### config.mk
export PLATFORM = sky130hd
export DESIGN_NAME = gamr_axis_scale
export DESIGN_NICKNAME = d
export VERILOG_FILES = /design/src/design/gamr_pkg.sv /design/src/design/gamr_axis_scale.sv
export SDC_FILE = /design/constraint.sdc
export NUM_CORES = 1
export LEC_CHECK = 0
export ABC_AREA = 1
export BUFFER_PORTS_ARGS = -buffer_cell sky130_fd_sc_hd__buf_2
export CORE_MARGIN = 2
export CORE_UTILIZATION = 35
export DETAILED_ROUTE_END_ITERATION = 10
export GPL_TIMING_DRIVEN = 0
export PLACE_DENSITY_LB_ADDON = 0.12
export SYNTH_ARGS = -nofsm -noshare
export SYNTH_HDL_FRONTEND = slang
export SYNTH_SLANG_ARGS = --single-unit
### constraint.sdc
create_clock -name vclk -period 11.22
set_input_delay 1.122 -clock vclk [all_inputs]
set_output_delay 1.122 -clock vclk [all_outputs]
set_load 0.005 [all_outputs]
### src/design/gamr_pkg.sv
`timescale 1ns / 1ps

package gamr_pkg;

	localparam int TIMESTAMP_WIDTH = 32;

	localparam int LEVEL_W = 12;
	localparam int DEADZONE_W = 15;
	localparam int GAIN_W = 16;
	localparam int RATE_W = 16;
	localparam int MOVE_W = 8;
	localparam int CFG_DATA_W = 16;
	localparam int CFG_INDEX_W = 2;

	localparam int SAT_LIMIT = 127;
	localparam int HOLD_LONG_MS = 400;
	localparam int HOLD_SHORT_MS = 80;
	localparam int REFRACTORY_MS = 250;
	localparam int SCROLL_DIV = 20;
	localparam int GAIN_FRAC_BITS = 8;

	// pitch magnitude at or above which the wheel saturates
	localparam int SCROLL_SAT_MAG = SAT_LIMIT * SCROLL_DIV;
	// reciprocal of the wheel divider, exact for magnitudes below the saturation point
	localparam int SCROLL_RECIP_SHIFT = 16;
	localparam int SCROLL_RECIP = ((1 << SCROLL_RECIP_SHIFT) + SCROLL_DIV - 1) / SCROLL_DIV;
	localparam int SCROLL_MAG_W = 12;

	localparam logic [GAIN_W-1:0] GAIN_RESET = GAIN_W'(256);

	typedef enum logic [1:0] {
		MUSCLE_REST  = 2'd0,
		MUSCLE_FLEX  = 2'd1,
		MUSCLE_EXT   = 2'd2,
		MUSCLE_OTHER = 2'd3
	} muscle_t;

	typedef enum logic [CFG_INDEX_W-1:0] {
		CFG_CLUTCH_LOW  = 2'd0,
		CFG_CLUTCH_HIGH = 2'd1,
		CFG_DEADZONE    = 2'd2,
		CFG_GAIN        = 2'd3
	} cfg_index_t;

	typedef struct packed {
		logic left;
		logic right;
		logic scrolling;
	} gest_t;

endpackage

### src/design/gamr_axis_scale.sv
`timescale 1ns / 1ps

module gamr_axis_scale (
	input  logic signed [gamr_pkg::RATE_W-1:0]     rate,
	input  logic        [gamr_pkg::DEADZONE_W-1:0] deadzone,
	input  logic        [gamr_pkg::GAIN_W-1:0]     gain,
	output logic signed [gamr_pkg::RATE_W-1:0]     dz_rate,
	output logic signed [gamr_pkg::MOVE_W-1:0]     move
);

	localparam int PROD_W = gamr_pkg::RATE_W + gamr_pkg::GAIN_W + 1;

	logic signed [gamr_pkg::RATE_W:0] rate_ext;
	logic        [gamr_pkg::RATE_W:0] mag;
	logic signed [PROD_W-1:0]         prod;
	logic signed [PROD_W-1:0]         biased;
	logic signed [PROD_W-1:0]         quo;

	always_comb begin
		rate_ext = (gamr_pkg::RATE_W + 1)'(rate);
		mag = rate_ext[gamr_pkg::RATE_W] ? unsigned'(-rate_ext) : unsigned'(rate_ext);
		dz_rate = (mag < (gamr_pkg::RATE_W + 1)'(deadzone)) ? '0 : rate;
		prod = PROD_W'(dz_rate) * PROD_W'(signed'({1'b0, gain}));
		// truncate toward zero
		biased = prod[PROD_W-1]
			? prod + PROD_W'((1 << gamr_pkg::GAIN_FRAC_BITS) - 1) : prod;
		quo = biased >>> gamr_pkg::GAIN_FRAC_BITS;
		if (quo > PROD_W'(gamr_pkg::SAT_LIMIT)) begin
			move = gamr_pkg::MOVE_W'(gamr_pkg::SAT_LIMIT);
		end else if (quo < -PROD_W'(gamr_pkg::SAT_LIMIT)) begin
			move = -gamr_pkg::MOVE_W'(gamr_pkg::SAT_LIMIT);
		end else begin
			move = quo[gamr_pkg::MOVE_W-1:0];
		end
	end

endmodule

==> results.py, run 1 <==
metrics = {
    "setup_path": {
        "crit_buf_inv": 13,
        "crit_path_max_incr_delay_ns": 0.64,
        "path_max_fanout": 7,
        "critical_path_class": "in2out",
        "arrival_ns": 9.70,
        "cpLargestDelayFamily": "adder cells",
        "cpMostUsedCell": "nand2_2",
        "cpMaxStageDelayCell": "fa_2",
        "setup.worst_path.start_class": "primary input",
        "worst_ep_required_time_ns": 10.10,
        "cp-endpoint": "move[1]",
        "cp.depth": 54,
        "crit_start": "rate[1]",
        "endpoint_kind": "primary output",
    },
    "placement": {
        "dpl.hpwl_um": 30700,
        "gp_congestion": 0.874,
        "placed_area_um2": 12200,
        "portBuffers": 62,
        "pre_cts_ws_ns": -1.62,
    },
    "drt": {
        "finalWirelength_um": 35900,
        "drt_iter0_drc": 458,
        "first_pass_iters": 4,
        "wl_per_cell_um": 16.0,
        "num_vias": 10822,
        "vias_per_cell": 4.82,
        "ant_nets": 0,
        "drc": 0,
    },
    "layout": {
        "fillers": 3366,
        "n_antenna_cell": 0,
        "design_area_um2": 14000,
        "nNetsFinal": 2222,
        "drive_above_1_share_pct": 21.6,
        "regArea_um2": 0,
        "area_delta_synth_final_pct": 23.6,
        "clock_buffers": 0,
        "multi_input_area_um2": 10700,
        "seq_cell_count": 0,
        "final_util_pct": 44.2,
    },
    "yosys": {
        "synthesis.area_um2": 11400,
        "synth_nets": 2077,
        "syn_avg_cell_area_um2": 6.68,
        "yosysWarnings": 0,
        "netlist_top_cells_area": "fa_1 (34%), ha_1 (15%), nand2_1 (15%), inv_1 (13%), nor2_1 (7.8%)",
        "synth_cells": 1699,
        "synth_top_area_share_pct": 34.2,
        "ys_types": 41,
        "synth.yosys.seq_area_share_pct": 0,
        "synth_common_cells": "nand2_1 (447), inv_1 (393), nor2_1 (235)",
        "yosysMostFrequentCell": "nand2_1",
        "synth_top_cell_by_area": "fa_1",
    },
    "timing": {
        "hold_violations": 0,
        "finalSetupViolCount": 0,
        "drv_slew": 0,
        "worst_pin_slew_ns": 0.695,
        "fmax_mhz": 92.4,
        "setup_ws_ns": 0.395,
        "min_period_ns": 10.83,
        "period_share_pct": 96.5,
        "hold_slack_ns": 2.66,
        "slew_headroom_pct": 53.7,
    },
    "min_path": {
        "hold_start": "rate[5]",
        "hp-class": "in2out",
    },
    "die": {
        "io_pins": 71,
        "rows": 65,
        "dieArea_um2": 33900,
        "die_h_um": 184,
        "core_area_um2": 31700,
        "chipWidth_um": 184,
        "initial_core_util_pct": 35.8,
    },
    "global_route": {
        "grt-ovfl-total": 0,
        "antenna_found_initial": 0,
        "grt_usage_pct": 21.8,
        "grt_pass1_wl_um": 57800,
        "grt_max_degree": 11,
        "grt_pass1_vias": 10981,
    },
    "clock_network": {
        "cts_hold_buf": 0,
    },
    "status": {
        "status": "finished clean",
    },
    "run": {
        "max-cap-violations": 0,
    },
}
==> cell usage in the layout (no fill, tap or decap), drive strengths merged <==
cell type / Yosys / layout
o21a: 1 / 1
xor2: 19 / 19
o31ai: 1 / 1
and2: 4 / 4
xnor2: 8 / 8
nand3: 76 / 76
o21bai: 5 / 5
o211ai: 2 / 2
clkinv: 14 / 13
clkinvlp: 0 / 1
a211oi: 2 / 2
a31oi: 3 / 3
or2: 1 / 1
nand3b: 5 / 5
ha: 137 / 137
a21o: 2 / 2
fa: 194 / 194
clkbuf: 14 / 10
a21oi: 28 / 28
nand4: 25 / 25
nand2: 461 / 461
nor3: 10 / 10
nor4: 1 / 1
nor2: 253 / 253
o21ai: 20 / 20
inv: 400 / 400
buf: 12 / 159
nor3b: 1 / 1
==> kinds of logic after synthesis <==
family	after synthesis	share of synthesized area (%)
and+or+nand+nor	837	30.7
buffers and inverters	440	14.7
adders and majority gates	331	49.3
AOI/OAI and AO/OA	64	3.21
xor gates and xnor gates	27	2.08
==> routing by layer <==
layer	track usage, %	vias to the layer above	share of wire (%)
met4	3.10	0	2.3
met2	39.4	236	49
met1	29.5	5238	45
li1	-	5315	-
met5	0	-	0
met3	0.692	33	3.4
==> how the worst min path moves through the flow <==
stage | cells after the start | slack [ns] | end
after floorplan | 2 | 2.34 | dz_rate[4]
after global placement | 4 | 2.72 | dz_rate[4]
after detailed placement | 4 | 2.72 | dz_rate[4]
after CTS | 4 | 2.66 | dz_rate[4]
after global routing | 4 | 2.68 | dz_rate[5]
final | 4 | 2.66 | dz_rate[5]
==> metrics by stage <==
step	setup TNS (ns)	std cells
after detailed placement	-12.55	2163
after floorplan	0	1699
after global routing	-0.497	2244
after global placement	-12.89	2163
after CTS	0	2189
final	0	2244
==> area by class of cell <==
cell class	instances	share of cell area (%)
Timing Repair Buffer	143	7.49
Tap cell	402	3.59
Inverter	414	11.5
Buffer	26	1.51
Multi-Input combinational cell	1259	75.9
==> repair_timing <==
action | CTS | global route
gates resized for setup | 113 | 212
gates cloned | 0 | 1
pin swaps | 32 | 128
setup buffers | 26 | 54
endpoints found under the setup margin | 8 | 8
endpoints found under the hold margin | 0 | 0
Power of run 1 is left out: the tool's default activity adds up to more than one toggle a clock period on the data nets, which glitch-free logic cannot reach.
==> run 2, diff against run 1 <==
--- a/config.mk
+++ b/config.mk
@@ -12,6 +12,7 @@
 export DETAILED_ROUTE_END_ITERATION = 10
 export GPL_TIMING_DRIVEN = 0
 export PLACE_DENSITY_LB_ADDON = 0.12
+export SETUP_SLACK_MARGIN = 0.4
 export SYNTH_ARGS = -nofsm -noshare
 export SYNTH_HDL_FRONTEND = slang
 export SYNTH_SLANG_ARGS = --single-unit
==> results.py, run 2 (synthesis gave the netlist of run 1 again) <==
metrics = {
    "status": {
        "status": "finished clean",
    },
    "drt": {
        "vias_per_cell": 4.82,
        "drt_iter0_drc": 503,
        "wl_per_cell_um": 16.1,
        "num_vias": 10915,
        "drc": 0,
        "first_pass_iters": 4,
        "finalWirelength_um": 36500,
        "ant_nets": 0,
    },
    "die": {
        "chipWidth_um": 184,
        "die_h_um": 184,
        "initial_core_util_pct": 35.8,
        "core_area_um2": 31700,
        "io_pins": 71,
        "dieArea_um2": 33900,
        "rows": 65,
    },
    "setup_path": {
        "endpoint_kind": "primary output",
        "setup.worst_path.start_class": "primary input",
        "cpLargestDelayFamily": "adder cells",
        "crit_buf_inv": 18,
        "crit_path_max_incr_delay_ns": 0.58,
        "worst_ep_required_time_ns": 10.10,
        "arrival_ns": 9.76,
        "path_max_fanout": 8,
        "cpMaxStageDelayCell": "fa_1",
        "critical_path_class": "in2out",
    },
    "timing": {
        "slew_headroom_pct": 52.8,
        "worst_pin_slew_ns": 0.707,
        "hold_violations": 0,
        "finalSetupViolCount": 0,
        "hold_slack_ns": 2.66,
        "fmax_mhz": 91.9,
        "setup_ws_ns": 0.341,
        "rsz0062_at_grt": "true",
        "period_share_pct": 97.0,
        "min_period_ns": 10.88,
        "drv_slew": 0,
    },
    "layout": {
        "clock_buffers": 0,
        "seq_cell_count": 0,
        "drive_above_1_share_pct": 23.7,
        "final_common_cell": "nand2_1",
        "final_cell_mix": "nand2_1 (375), inv_1 (365), fa_1 (187)",
        "regArea_um2": 0,
        "area_delta_synth_final_pct": 26.4,
        "n_antenna_cell": 0,
        "fillers": 3337,
        "nNetsFinal": 2244,
    },
    "global_route": {
        "grt_pass1_vias": 11348,
        "grt_pass1_wl_um": 59400,
        "grt-ovfl-total": 0,
        "grt_usage_pct": 22.3,
        "grt_max_degree": 11,
        "use_met1_pct": 29.5,
        "antenna_found_initial": 0,
        "grt_use_met2_pct": 40.4,
        "busiest_layer": "met2",
        "gr-usage-met3_pct": 1.28,
    },
    "min_path": {
        "hold_start": "rate[4]",
        "worstHoldEndpoint": "dz_rate[4]",
        "hp-class": "in2out",
        "whs_path_depth": 4,
    },
    "placement": {
        "gp_congestion": 0.874,
        "pre_cts_ws_ns": -1.62,
        "portBuffers": 62,
        "dpl.hpwl_um": 30700,
    },
    "clock_network": {
        "cts_hold_buf": 0,
    },
    "run": {
        "max-cap-violations": 0,
    },
}
==> run 2: cell types whose count changed in the layout (fill, tap and decap cells not counted), sizes merged <==
cell / before / now
clkbuf: 10 / 12
buf: 159 / 179
==> run 2: stage by stage <==
stage                     cell area (µm²)  util [%]  TNS, ns  std cells
after floorplan                     11400         -        0       1699
after CTS                           13600      42.8        0       2232
final                               14400      45.2        0       2266
after global routing                14400      45.2  -0.0316       2266
after detailed placement            12200      38.4   -12.55       2163
after global placement              12200      38.4   -12.89       2163
==> run 2: area by class of cell <==
type	count	area, µm²	share of cell area (%)
Buffer	26	223	1.55
Tap cell	402	503	3.51
Multi-Input combinational cell	1259	10700	74.8
Inverter	414	1640	11.4
Timing Repair Buffer	165	1250	8.74
==> run 2: repair_timing <==
item	CTS	global route
endpoints found under the setup margin	8	8
resized for setup	211	159
setup buffers	67	34
endpoints found under the hold margin	0	0
pin swaps	115	92
gates cloned	2	0
==> run 2: routing by layer <==
layer / wire, µm / up-vias
met4: 786 / 0
met3: 1280 / 31
met2: 18100 / 195
li1: - / 5372
met1: 16400 / 5317
met5: 0 / -
==> run 2: worst max-delay path by stage <==
| stage | slack, ns | start | to | cells after the start |
|---|---|---|---|---|
| 5_1_grt | -0.02 | rate[1] | move[3] | 55 |
| 6_report | 0.34 | rate[1] | move[3] | 55 |
| 3_5_place_dp | -1.62 | rate[0] | move[1] | 50 |
| 4_1_cts | 0.40 | rate[1] | move[1] | 53 |
| 2_1_floorplan | 0.76 | rate[0] | move[1] | 49 |
| 3_3_place_gp | -1.68 | rate[0] | move[5] | 49 |
Power of run 2 is left out for the same reason.
==> run 3, diff against run 2 <==
--- a/config.mk
+++ b/config.mk
@@ -6,10 +6,10 @@
 export NUM_CORES = 1
 export LEC_CHECK = 0
 export ABC_AREA = 1
-export BUFFER_PORTS_ARGS = -buffer_cell sky130_fd_sc_hd__buf_2
 export CORE_MARGIN = 2
 export CORE_UTILIZATION = 35
 export DETAILED_ROUTE_END_ITERATION = 10
+export DONT_BUFFER_PORTS = 1
 export GPL_TIMING_DRIVEN = 0
 export PLACE_DENSITY_LB_ADDON = 0.12
 export SETUP_SLACK_MARGIN = 0.4
==> results.py, run 3 (synthesis gave the netlist of run 1 again) <==
metrics = {
    "global_route": {
        "grt-ovfl-total": 0,
        "grt_usage_pct": 22.0,
        "grt_pass1_vias": 10868,
        "antenna_found_initial": 0,
        "grt_max_degree": 11,
        "grt_pass1_wl_um": 58200,
    },
    "setup_path": {
        "cpMostUsedCell": "nand2_1",
        "arrival_ns": 9.54,
        "endpoint_kind": "primary output",
        "critical_path_class": "in2out",
        "crit_start": "rate[0]",
        "path_max_fanout": 7,
        "crit_buf_inv": 8,
        "worst_ep_required_time_ns": 10.10,
        "cpMaxStageDelayCell": "fa_1",
        "crit_path_max_incr_delay_ns": 0.58,
        "cpLargestDelayFamily": "adder cells",
        "setup.worst_path.start_class": "primary input",
    },
    "timing": {
        "fmax_mhz": 93.8,
        "min_period_ns": 10.66,
        "worst_pin_slew_ns": 0.702,
        "period_share_pct": 95.0,
        "finalSetupViolCount": 0,
        "drv_slew": 0,
        "setup_tns_ns": 0,
        "hold_violations": 0,
        "rsz0062_at_grt": "true",
        "slew_headroom_pct": 53.0,
    },
    "die": {
        "dieArea_um2": 33900,
        "rows": 65,
        "core_area_um2": 31700,
        "die_h_um": 184,
        "chipWidth_um": 184,
        "io_pins": 71,
        "initial_core_util_pct": 35.8,
    },
    "drt": {
        "finalWirelength_um": 37100,
        "wl_per_cell_um": 16.8,
        "ant_nets": 0,
        "dr.max_layer_used": "met4",
        "first_pass_iters": 6,
        "routedLengthMet1_um": 16200,
        "wl_met2_um": 18200,
        "vias_per_cell": 4.92,
        "drc": 0,
        "num_vias": 10875,
        "dr_wl_met3_um": 1590,
        "drt_iter0_drc": 503,
    },
    "min_path": {
        "hp-class": "in2out",
        "hold_start": "rate[4]",
    },
    "clock_network": {
        "cts_hold_buf": 0,
    },
    "placement": {
        "placed_area_um2": 11900,
        "dpl.hpwl_um": 30500,
        "gp_congestion": 0.849,
        "portBuffers": 0,
    },
    "layout": {
        "final_common_cell": "inv_1",
        "final_cell_mix": "inv_1 (359), nand2_1 (347), fa_1 (183)",
        "final_util_pct": 45.7,
        "design_area_um2": 14500,
        "fillers": 3313,
        "regArea_um2": 0,
        "drive_above_1_share_pct": 25.7,
        "n_antenna_cell": 0,
        "area_delta_synth_final_pct": 27.6,
        "clock_buffers": 0,
        "seq_cell_count": 0,
        "multi_input_area_um2": 11200,
        "nNetsFinal": 2188,
    },
    "run": {
        "max-cap-violations": 0,
    },
    "status": {
        "status": "finished clean",
    },
}
run 3: cell types whose count changed in the layout (fill, tap and decap cells not counted), moves of 5 or more:
cell and delta:
nor2_1 -32, inv_1 -6, buf_2 -59, nand3_1 -5, nand2_1 -28, nand2_2 +22, nor2_4 +16, nor2_2 +19
run 3: per-layer routing:
metal  track usage, %  vias to the layer above
met5                0                        -
met4             4.96                        0
met3             1.19                       57
met2             39.8                      265
met1             29.0                     5290
li1                 -                     5263
run 3: what timing repair did:
| action | in CTS | in global routing |
|---|---|---|
| endpoints found under the setup margin | 8 | 8 |
| setup buffers | 45 | 52 |
| gates cloned | 8 | 4 |
| gates resized for setup | 187 | 289 |
| pin swaps | 69 | 174 |
run 3: final cells by class:
cell class	count	area share (%)
repair inverters	1	0.0432
well taps	402	3.47
inverters	414	11.3
multi-input cells	1262	77.2
repair buffers	105	6.50
plain buffers	26	1.49
run 3: stage by stage:
step                      setup slack, ns  hold slack, ns  instances
after floorplan                     0.756            2.34       1699
after global placement              -1.47            2.43       2101
after detailed placement            -1.54            2.42       2101
after CTS                           0.400            2.39       2154
after global routing                0.110            2.42       2210
final                               0.563            2.41       2210
run 3: path summary, 6_finish.rpt:
path	to	slack, ns	cells past startpoint
min	dz_rate[4]	2.41	2
max	move[3]	0.56	49
Power of run 3 is left out for the same reason.
