--- src/design/gamr_pkg.sv ---
`timescale 1ns / 1ps

package gamr_pkg;

	localparam int TIMESTAMP_WIDTH = 32;

	localparam int LEVEL_W = 12;
	localparam int DEADZONE_W = 15;
	localparam int GAIN_W = 16;
	localparam int RATE_W = 16;
	localparam int MOVE_W = 8;
	localparam int CFG_DATA_W = 16;
	localparam int CFG_INDEX_W = 2;

	localparam int SAT_LIMIT = 127;
	localparam int HOLD_LONG_MS = 400;
	localparam int HOLD_SHORT_MS = 80;
	localparam int REFRACTORY_MS = 250;
	localparam int SCROLL_DIV = 20;
	localparam int GAIN_FRAC_BITS = 8;

	// pitch magnitude at or above which the wheel saturates
	localparam int SCROLL_SAT_MAG = SAT_LIMIT * SCROLL_DIV;
	// reciprocal of the wheel divider, exact for magnitudes below the saturation point
	localparam int SCROLL_RECIP_SHIFT = 16;
	localparam int SCROLL_RECIP = ((1 << SCROLL_RECIP_SHIFT) + SCROLL_DIV - 1) / SCROLL_DIV;
	localparam int SCROLL_MAG_W = 12;

	localparam logic [GAIN_W-1:0] GAIN_RESET = GAIN_W'(256);

	typedef enum logic [1:0] {
		MUSCLE_REST  = 2'd0,
		MUSCLE_FLEX  = 2'd1,
		MUSCLE_EXT   = 2'd2,
		MUSCLE_OTHER = 2'd3
	} muscle_t;

	typedef enum logic [CFG_INDEX_W-1:0] {
		CFG_CLUTCH_LOW  = 2'd0,
		CFG_CLUTCH_HIGH = 2'd1,
		CFG_DEADZONE    = 2'd2,
		CFG_GAIN        = 2'd3
	} cfg_index_t;

	typedef struct packed {
		logic left;
		logic right;
		logic scrolling;
	} gest_t;

endpackage

--- src/design/gamr_gesture.sv ---
`timescale 1ns / 1ps

module gamr_gesture #(
	parameter int TW = gamr_pkg::TIMESTAMP_WIDTH
) (
	input  logic                    clk,
	input  logic                    arst_n,
	input  logic                    step,
	input  gamr_pkg::muscle_t       intent,
	input  logic [TW-1:0]           now,
	output gamr_pkg::gest_t         gest
);

	logic [TW-1:0] flex_start_q;
	logic [TW-1:0] ext_start_q;
	logic [TW-1:0] prev_click_q;
	logic          drag_q;

	logic [TW-1:0] flex_start_d;
	logic [TW-1:0] ext_start_d;
	logic [TW-1:0] last_mid;
	logic [TW-1:0] prev_click_d;
	logic          drag_d;
	logic [TW-1:0] flex_dur;
	logic [TW-1:0] ext_dur;
	logic          click_l;
	logic          click_r;
	logic          scrolling;

	always_comb begin
		click_l = 1'b0;
		click_r = 1'b0;
		scrolling = 1'b0;
		drag_d = drag_q;
		flex_start_d = flex_start_q;
		ext_start_d = ext_start_q;
		last_mid = prev_click_q;

		if (intent == gamr_pkg::MUSCLE_FLEX) begin
			if (flex_start_q == '0) begin
				flex_start_d = now;
			end
			flex_dur = now - flex_start_d;
			if (flex_dur >= TW'(gamr_pkg::HOLD_LONG_MS)) begin
				drag_d = 1'b1;
			end
		end else begin
			flex_dur = now - flex_start_q;
			if (flex_start_q != '0) begin
				if (!drag_q && flex_dur >= TW'(gamr_pkg::HOLD_SHORT_MS)
						&& (now - prev_click_q) >= TW'(gamr_pkg::REFRACTORY_MS)) begin
					click_l = 1'b1;
					last_mid = now;
				end
				drag_d = 1'b0;
				flex_start_d = '0;
			end
		end

		prev_click_d = last_mid;
		if (intent == gamr_pkg::MUSCLE_EXT) begin
			if (ext_start_q == '0) begin
				ext_start_d = now;
			end
			ext_dur = now - ext_start_d;
			scrolling = ext_dur >= TW'(gamr_pkg::HOLD_LONG_MS);
		end else begin
			ext_dur = now - ext_start_q;
			if (ext_start_q != '0) begin
				if (ext_dur >= TW'(gamr_pkg::HOLD_SHORT_MS)
						&& ext_dur < TW'(gamr_pkg::HOLD_LONG_MS)
						&& (now - last_mid) >= TW'(gamr_pkg::REFRACTORY_MS)) begin
					click_r = 1'b1;
					prev_click_d = now;
				end
				ext_start_d = '0;
			end
		end
	end

	always_comb begin
		gest.left = click_l | drag_d;
		gest.right = click_r;
		gest.scrolling = scrolling;
	end

	always_ff @(posedge clk or negedge arst_n) begin
		if (!arst_n) begin
			flex_start_q <= '0;
			ext_start_q <= '0;
			prev_click_q <= '0;
			drag_q <= 1'b0;
		end else if (step) begin
			flex_start_q <= flex_start_d;
			ext_start_q <= ext_start_d;
			prev_click_q <= prev_click_d;
			drag_q <= drag_d;
		end
	end

endmodule

--- config.mk ---
export PLATFORM = sky130hd
export DESIGN_NAME = gamr_gesture
export DESIGN_NICKNAME = d
export VERILOG_FILES = /design/src/design/gamr_pkg.sv /design/src/design/gamr_gesture.sv
export SDC_FILE = /design/constraint.sdc
export NUM_CORES = 1
export LEC_CHECK = 0
export BUFFER_PORTS_ARGS = -buffer_cell sky130_fd_sc_hd__clkbuf_2
export CAP_MARGIN = 20
export CORE_ASPECT_RATIO = 1.5
export CORE_UTILIZATION = 50
export CTS_CLUSTER_DIAMETER = 30
export CTS_CLUSTER_SIZE = 25
export DETAILED_ROUTE_END_ITERATION = 12
export PLACE_DENSITY = 0.67
export SETUP_SLACK_MARGIN = 0.1
export SYNTH_ARGS = -nofsm -noshare
export SYNTH_HDL_FRONTEND = slang
export SYNTH_SLANG_ARGS = --single-unit
--- constraint.sdc ---
create_clock -name clk -period 10.9 [get_ports clk]
set_input_delay 1.09 -clock clk [delete_from_list [all_inputs] [get_ports clk]]
set_output_delay 1.09 -clock clk [all_outputs]
set_load 0.05 [all_outputs]
==> impl_metrics.toml, run 1 <==
[sta]
final_hold_viol_count = 0
fin_hold_ws_ns = 0.543
rsz0062_at_grt = "false"
setup_violations = 0
fmax_ghz = 0.0998
max_slew_margin = 0.380
skew_ns = 0.0104
fin_crit_sh = 0.919
finalCriticalPeriod_ns = 10.02
setup_tns_ns = 0
tightest_slew_ns = 0.918
finalMaxSlewViolations = 0

[drt]
drt_wl_total_mm = 57.7
wl_per_cell_um = 22.2
postRouteAntennaNets = 0
route.detailed.drc = 0
vias = 17200
routed_via_density = 6.61
drt_iter0_drc = 1127
firstDrtPassIters = 7

[floorplan]
die-area_um2 = 32900
fp.dieW_um = 148
rows = 80
core_um2 = 31700
initial_core_util = 0.507
die_h_um = 222
ios = 40

[worst_setup_path]
path_class = "in -> out"
cp-end-kind = "output port"
crit_path_start_kind = "input port"
slowest_delay_ns = 0.70
cp_num_cells = 26
crit_fanout = 29
cp_top_family = "simple AND/OR/NAND/NOR gates"
worstPathArrival_ns = 8.93
slowest_stage = "nor4_2"
required_ns = 9.81
crit_buf_inv = 3
worstRegToRegCells = 29

[place]
port_buffers = 39
hpwl_mm = 45.9
gp_congestion = 1.02

[finish]
nets = 2420
syn2layout_area_growth_pct = 6.02
fillCellCount = 3175
layout_commonest_cell = "a21oi_1"
diodes = 0
layout-drive-gt1-share = 0.0802
final_cell_mix = "a21oi_1 (303), nor2_1 (208), ha_1 (188)"

[global_routing]
grt_max_degree = 52
track_usage = 0.351
antenna_found_initial = 1
grt-ovfl-total = 0
grt_first_pass_wirelength_mm = 89.7
grt_pass1_vias = 16700

[logic_synthesis]
netlist_area_um2 = 16100
ys_seq_area_frac = 0.151
synth.avg_cell_area_um2 = 7.41
yosys_warnings = 0
synth.distinct_cells = 90
synth_edf_count = 0
synthFlopType = "dfrtp_1"
synth_fp_nets = 2404
synth_seq_cells = 97
syn_inst = 2173
synthArstFlopShare = 1.00

[clock_tree]
cts-root-buf = "clkbuf_16"
path_clk_slew_ns = 0.07
cts_tree = "yes"
insertion_delay_ns = 0.38
holdBufCountCts = 0
cts_setup_buffers = 0
ctsHtreeMaxLevel = 3
clock-sinks = 97
clockBufferDepth = 2
cts_resized = 0
cts_buffers = 9

[worst_hold_path]
min_path_type = "reg -> reg"
whs_path_depth = 1

[run]
drv_cap = 0

[outcome]
status = "completed"
-- kinds of logic (layout without fill, tap and decap cells) --
family                     Yosys count  after routing  share of synthesized area
muxes                               88             88                     0.0644
DFF                                 97             97                      0.151
adders and majority gates          194            194                      0.154
buffers and inverters              245            266                     0.0620
and+or+nand+nor                    708            708                      0.218
xor gates and xnor gates            70             70                     0.0381
AOI/OAI and AO/OA                  771            771                      0.313
-- cell type report --
type                       count  area (um^2)  share of cell area
tap                          410          513              0.0301
clock inverter                 5         60.1             0.00352
clock buffer                  11          253              0.0148
inverter                     176          661              0.0387
multi-input combinational   1831        12700               0.744
timing repair buffer          74          460              0.0270
sequential                    97         2430               0.142
-- flip-flops by register name, summed over array words and instances, names as in the netlist --
register and cells:
prev_click_q 32, flex_start_q 32, drag_q 1, ext_start_q 32
-- through the flow --
stage | cells | setup WS (ns) | instance area (um^2) | utilization
after global routing | 2604 | 0.540 | 17100 | 0.538
after global placement | 2588 | 1.16 | 16800 | 0.528
after detailed placement | 2588 | 1.08 | 16800 | 0.528
final | 2604 | 0.882 | 17100 | 0.538
after floorplan | 2173 | 2.51 | 16100 | -
after CTS | 2604 | 1.06 | 17100 | 0.538
-- per-layer routing --
layer / routed length (um) / part of all wire / vias to the layer above / global-route usage
met5: 11 / 0.00019 / - / 0
met1: 21900 / 0.38 / 8177 / 0.382
met3: 3170 / 0.055 / 206 / 0.0545
met4: 3900 / 0.068 / 2 / 0.219
li1: - / - / 8163 / -
met2: 28700 / 0.50 / 659 / 0.626
-- synth_stat cells, types with 32 or more instances --
| cell type | count | area, um^2 |
|---|---|---|
| mux2i_1 | 50 | 500 |
| nand3_1 | 53 | 265 |
| nand2_1 | 139 | 522 |
| a21oi_1 | 303 | 1520 |
| clkbuf_1 | 52 | 195 |
| inv_1 | 176 | 661 |
| nor3_1 | 68 | 340 |
| o21ai_0 | 103 | 515 |
| nor4_1 | 32 | 200 |
| nor2_1 | 212 | 796 |
| o21a_1 | 37 | 278 |
| a21o_1 | 51 | 383 |
| ha_1 | 188 | 2350 |
| dfrtp_1 | 97 | 2430 |
| xnor2_1 | 40 | 350 |
-- path summary, 6_finish.rpt --
kind | startpoint | to | slack [ns]
max reg2reg | flex_start_q[0]$_DFFE_PN0P_ | prev_click_q[18]$_DFFE_PN0P_ | 2.12
min in group asynchronous | arst_n | prev_click_q[27]$_DFFE_PN0P_ | 0.74
max | now[17] | gest[1] | 0.88
min reg2reg | prev_click_q[31]$_DFFE_PN0P_ | prev_click_q[31]$_DFFE_PN0P_ | 0.54
max in group asynchronous | arst_n | flex_start_q[1]$_DFFE_PN0P_ | 9.00
min | prev_click_q[31]$_DFFE_PN0P_ | prev_click_q[31]$_DFFE_PN0P_ | 0.54
Power of run 1 is not shown: default switching activity piles up to over one toggle a cycle in this logic, so the estimate is an artifact.
==> run 2: changes to the inputs <==
Settings changed: ABC_AREA from default to 1.
==> run 2 against run 1 <==
Compared with the run above: sequential share of layout area decreased by 0.86 points; register-to-register slack gained 1.8 ns; final cell count up 33%; global-route usage increased by 1.7 points; flip-flop and latch count is the same; wire length up 12%; hold slack got worse by 0.051 ns; first-iteration DRC count up 20%; via count rose by 14%; synthesized cell count grew 39%; critical path type unchanged; highest routed layer is now met4.
==> impl_metrics.toml, run 2 <==
[outcome]
status = "completed"

[clock_tree]
clockBufferDepth = 2
holdBufCountCts = 0
insertion_delay_ns = 0.39
path_clk_slew_ns = 0.08
cts-root-buf = "clkbuf_16"
cts_resized = 0
cts_tree = "yes"
cts_setup_buffers = 0
ctsHtreeMaxLevel = 3
cts_buffers = 9
clock-sinks = 97

[worst_setup_path]
cp-end-kind = "output port"
required_ns = 9.81
path_class = "in -> out"
crit_path_start_kind = "input port"
slowest_stage = "o21ai_0"
worstPathArrival_ns = 7.53
slowest_delay_ns = 0.88
crit_fanout = 38

[finish]
multi_input_area_um2 = 12600
layout_commonest_cell = "nand2_1"
fillCellCount = 3610
diodes = 0
nets = 3268
instances_no_fill = 3462
syn2layout_area_growth_pct = 5.51
ff_latch_area_um2 = 2430
final_cell_mix = "nand2_1 (940), inv_1 (524), nor2_1 (260)"
layout-drive-gt1-share = 0.0348
reg_top3 = "ext_start_q x32, flex_start_q x32, prev_click_q x32"

[global_routing]
track_usage = 0.368
grt-ovfl-total = 0
grt_max_degree = 72
grt_pass1_vias = 19100
antenna_found_initial = 0
grt_first_pass_wirelength_mm = 99.9

[logic_synthesis]
netlist_area_um2 = 17200
synth_fa_ha_area_frac = 0.144
synth.most_common_cell = "nand2_1"
synth_fp_nets = 3252
yosys_warnings = 0
synthSimpleGateAreaFrac = 0.378
synthArstFlopShare = 1.00
syn_inst = 3021
synth_top_family_by_area = "simple AND/OR/NAND/NOR gates"
synth.distinct_cells = 49
synth_common_cells = "nand2_1 (940), inv_1 (524), nor2_1 (262), a21oi_1 (257)"
synthTopCellsByArea = "nand2_1 (21%), dfrtp_1 (14%), ha_1 (14%)"
synth_seq_cells = 97
synth.avg_cell_area_um2 = 5.70
synth_compound_area_frac = 0.169
yosysTopAreaCellShare = 0.205
synth_top_area_cell = "nand2_1"
synthFlopType = "dfrtp_1"
ys_seq_area_frac = 0.141
synth_edf_count = 0
synth_mux_area_frac = 0
synth_xor_area_frac = 0.0397

[worst_hold_path]
min_path_type = "reg -> reg"

[floorplan]
core_um2 = 33700
fp.dieW_um = 153
initial_core_util = 0.511
die-area_um2 = 35200
rows = 82
die_h_um = 229
ios = 40

[sta]
rsz0062_at_grt = "false"
fmax_ghz = 0.116
finalMaxSlewViolations = 0
setup_tns_ns = 0
final_hold_viol_count = 0
finalCriticalPeriod_ns = 8.62
skew_ns = 0.0147
fin_crit_sh = 0.790
tightest_slew_ns = 1.10
fin_hold_ws_ns = 0.491
setup_violations = 0
max_slew_margin = 0.264

[drt]
postRouteAntennaNets = 0
drt_iter0_drc = 1357
firstDrtPassIters = 5
routed_via_density = 5.67
wl_per_cell_um = 18.7
drt_wl_total_mm = 64.8
route.detailed.drc = 0
vias = 19600

[run]
drv_cap = 0

[place]
placed_cells = 3445
gp_congestion = 0.978
hpwl_mm = 51.9
port_buffers = 39
==> run 2: critical path: cells and delay by family <==
kind | cells | cell delay [ns]
buffers and inverters | 5 | 1.04
AOI/OAI and AO/OA | 4 | 1.42
and+or+nand+nor | 24 | 2.89
adders and majority gates | 3 | 1.07
==> run 2: cell families after synthesis <==
family,count (synthesis)
and+or+nand+nor,1554
buffers and inverters,570
AOI/OAI and AO/OA,528
adders and majority gates,194
DFF,97
xor gates and xnor gates,78
==> run 2: path summary, 6_finish.rpt <==
kind                                                   start                           end  slack (ns)  cells after the start
worst max-delay path                                  now[0]                       gest[1]        2.28                     36
worst min-delay path            prev_click_q[12]$_DFFE_PN0P_  prev_click_q[12]$_DFFE_PN0P_        0.49                      2
worst max register to register   flex_start_q[5]$_DFFE_PN0P_  prev_click_q[22]$_DFFE_PN0P_        3.91                     37
worst min register to register  prev_click_q[12]$_DFFE_PN0P_  prev_click_q[12]$_DFFE_PN0P_        0.49                      2
max in group asynchronous                             arst_n   flex_start_q[5]$_DFFE_PN0P_        8.93                      2
min in group asynchronous                             arst_n   ext_start_q[17]$_DFFE_PN0P_        0.63                      1
==> run 2: cell type report <==
| cell class | instances | area share |
|---|---|---|
| repair buffers | 48 | 0.0157 |
| flip-flops and latches | 97 | 0.134 |
| multi-input cells | 2354 | 0.693 |
| inverters | 527 | 0.109 |
| well taps | 420 | 0.0289 |
| clock buffers | 10 | 0.0132 |
| clock inverters | 6 | 0.00668 |
==> run 2: metal layers <==
layer  global-route usage  vias to the layer above  part of all wire
met5                    0                        -                 0
met4                0.255                        0             0.072
met3               0.0467                      218             0.055
met2                0.663                      631              0.49
met1                0.397                     8963              0.38
li1                     -                     9824                 -
==> run 2: per-stage QoR <==
step	cell area, um^2	worst slack, ns	utilization
6_report	18200	2.28	0.540
5_1_grt	18200	1.74	0.540
4_1_cts	18100	2.42	0.539
3_5_place_dp	17800	2.43	0.528
3_3_place_gp	17800	2.41	0.528
2_1_floorplan	17200	3.98	-
Power of run 2 is left out for the same reason.
==> run 3: changes to the inputs <==
Settings changed: ABC_AREA 1 to 0.
Clock period 10.9 ns to 9 ns, I/O delays scaled along.
==> run 3 against run 2 <==
Compared with the run above: first-iteration DRC count fell by 11%; register-to-register slack lost 2.9 ns; via count shrank 11%; cell area decreased by 2.7%; highest routed layer unchanged; flip-flop and latch count stayed put; sequential share of layout area up 0.37 points; critical endpoint unchanged; largest cell class unchanged; clock skew grew 0.0034 ns; final cell count down 23%.
==> impl_metrics.toml, run 3 (same netlist as run 1, synthesis figures left out) <==
[outcome]
status = "completed"

[sta]
fin_crit_sh = 0.954
fmax_ghz = 0.116
tightest_slew_ns = 0.828
setup_tns_ns = 0
skew_ns = 0.0181
rsz0062_at_grt = "false"
final_hold_viol_count = 0
finalCriticalPeriod_ns = 8.59
setup_violations = 0
finalMaxSlewViolations = 0
max_slew_margin = 0.443

[global_routing]
grt-ovfl-total = 0
grt_first_pass_wirelength_mm = 93.1
track_usage = 0.365
antenna_found_initial = 0
grt_pass1_vias = 17400
grt_max_degree = 58

[drt]
vias = 17500
postRouteAntennaNets = 0
drt_wl_total_mm = 60.0
drt_iter0_drc = 1209
firstDrtPassIters = 5
route.detailed.drc = 0
routed_via_density = 6.57
wl_per_cell_um = 22.5

[worst_setup_path]
reg2reg_slack_ns = 1.04
slowest_delay_ns = 0.47
crit_fanout = 9
critical_path.most_common_cell = "buf_4"
crit_path_start_kind = "input port"
required_ns = 8.10
r2r_start = "flex_start_q[0]$_DFFE_PN0P_"
r2r-end = "prev_click_q[19]$_DFFE_PN0P_"
path_class = "in -> out"
cp-end-kind = "output port"
worstPathArrival_ns = 7.69
slowest_stage = "or4_1"
worstRegToRegCells = 34

[place]
port_buffers = 39
hpwl_mm = 48.6
gp_congestion = 1.06

[finish]
syn2layout_area_growth_pct = 9.79
layout_commonest_cell = "a21oi_1"
reg_top3 = "ext_start_q x32, flex_start_q x32, prev_click_q x32"
final_cell_mix = "a21oi_1 (302), nor2_1 (208), ha_1 (184)"
nets = 2482
diodes = 0
layout-drive-gt1-share = 0.111

[floorplan]
die_h_um = 222
fp.dieW_um = 148
ios = 40
die-area_um2 = 32900
initial_core_util = 0.507
core_um2 = 31700
rows = 80

[clock_tree]
path_clk_slew_ns = 0.08
clockBufferDepth = 2
ctsHtreeMaxLevel = 3
insertion_delay_ns = 0.38
cts_buffers = 9
cts-root-buf = "clkbuf_16"
clock-sinks = 97
cts_tree = "yes"

[run]
drv_cap = 0

[worst_hold_path]
min_path_type = "in -> async"
## run 3: routing by layer
| metal | part of all wire | vias to the layer above | track usage |
|---|---|---|---|
| li1 | - | 8300 | - |
| met5 | 0 | - | 0 |
| met1 | 0.36 | 8328 | 0.373 |
| met3 | 0.054 | 238 | 0.0578 |
| met4 | 0.086 | 0 | 0.291 |
| met2 | 0.50 | 633 | 0.652 |
## run 3: worst max-delay path: cells and delay by family
kind / cells / cell delay [ns]
AOI/OAI and AO/OA: 10 / 2.56
xor gates and xnor gates: 1 / 0.14
adders and majority gates: 2 / 0.71
buffers and inverters: 6 / 1.27
muxes: 1 / 0.22
and+or+nand+nor: 9 / 1.89
## run 3: repair_timing
item,in CTS,in global routing
resized for setup,0,21
endpoints found under the setup margin,0,11
buffers inserted,0,0
hold buffers,0,0
## run 3: through the flow
| step | setup WS (ns) | util | hold WS [ns] | cells | instance area (um^2) |
|---|---|---|---|---|---|
| 6_report | 0.413 | 0.557 | 0.502 | 2665 | 17700 |
| 5_1_grt | 0.0822 | 0.557 | 0.540 | 2665 | 17700 |
| 4_1_cts | 0.295 | 0.554 | 0.522 | 2665 | 17600 |
| 3_5_place_dp | 0.320 | 0.543 | 0.535 | 2650 | 17200 |
| 3_3_place_gp | 0.389 | 0.543 | 0.516 | 2650 | 17200 |
| 2_1_floorplan | 0.993 | - | 0.485 | 2173 | 16100 |
## run 3: how the worst max path moves through the flow
stage,start,end,depth (start not counted)
after floorplan,now[0],gest[1],30
after global placement,now[0],gest[1],30
after detailed placement,now[0],gest[1],31
after CTS,now[0],gest[1],31
after global routing,now[10],gest[1],28
final,now[11],gest[1],29
## run 3: cell type report
class                           count  area, um^2
Fill cell                        3117       14100
Multi-Input combinational cell   1831       12800
Sequential cell                    97        2430
Timing Repair Buffer              136         951
Inverter                          176         661
Tap cell                          410         513
Clock buffer                       10         239
Clock inverter                      5         104
Power of run 3 is left out for the same reason.
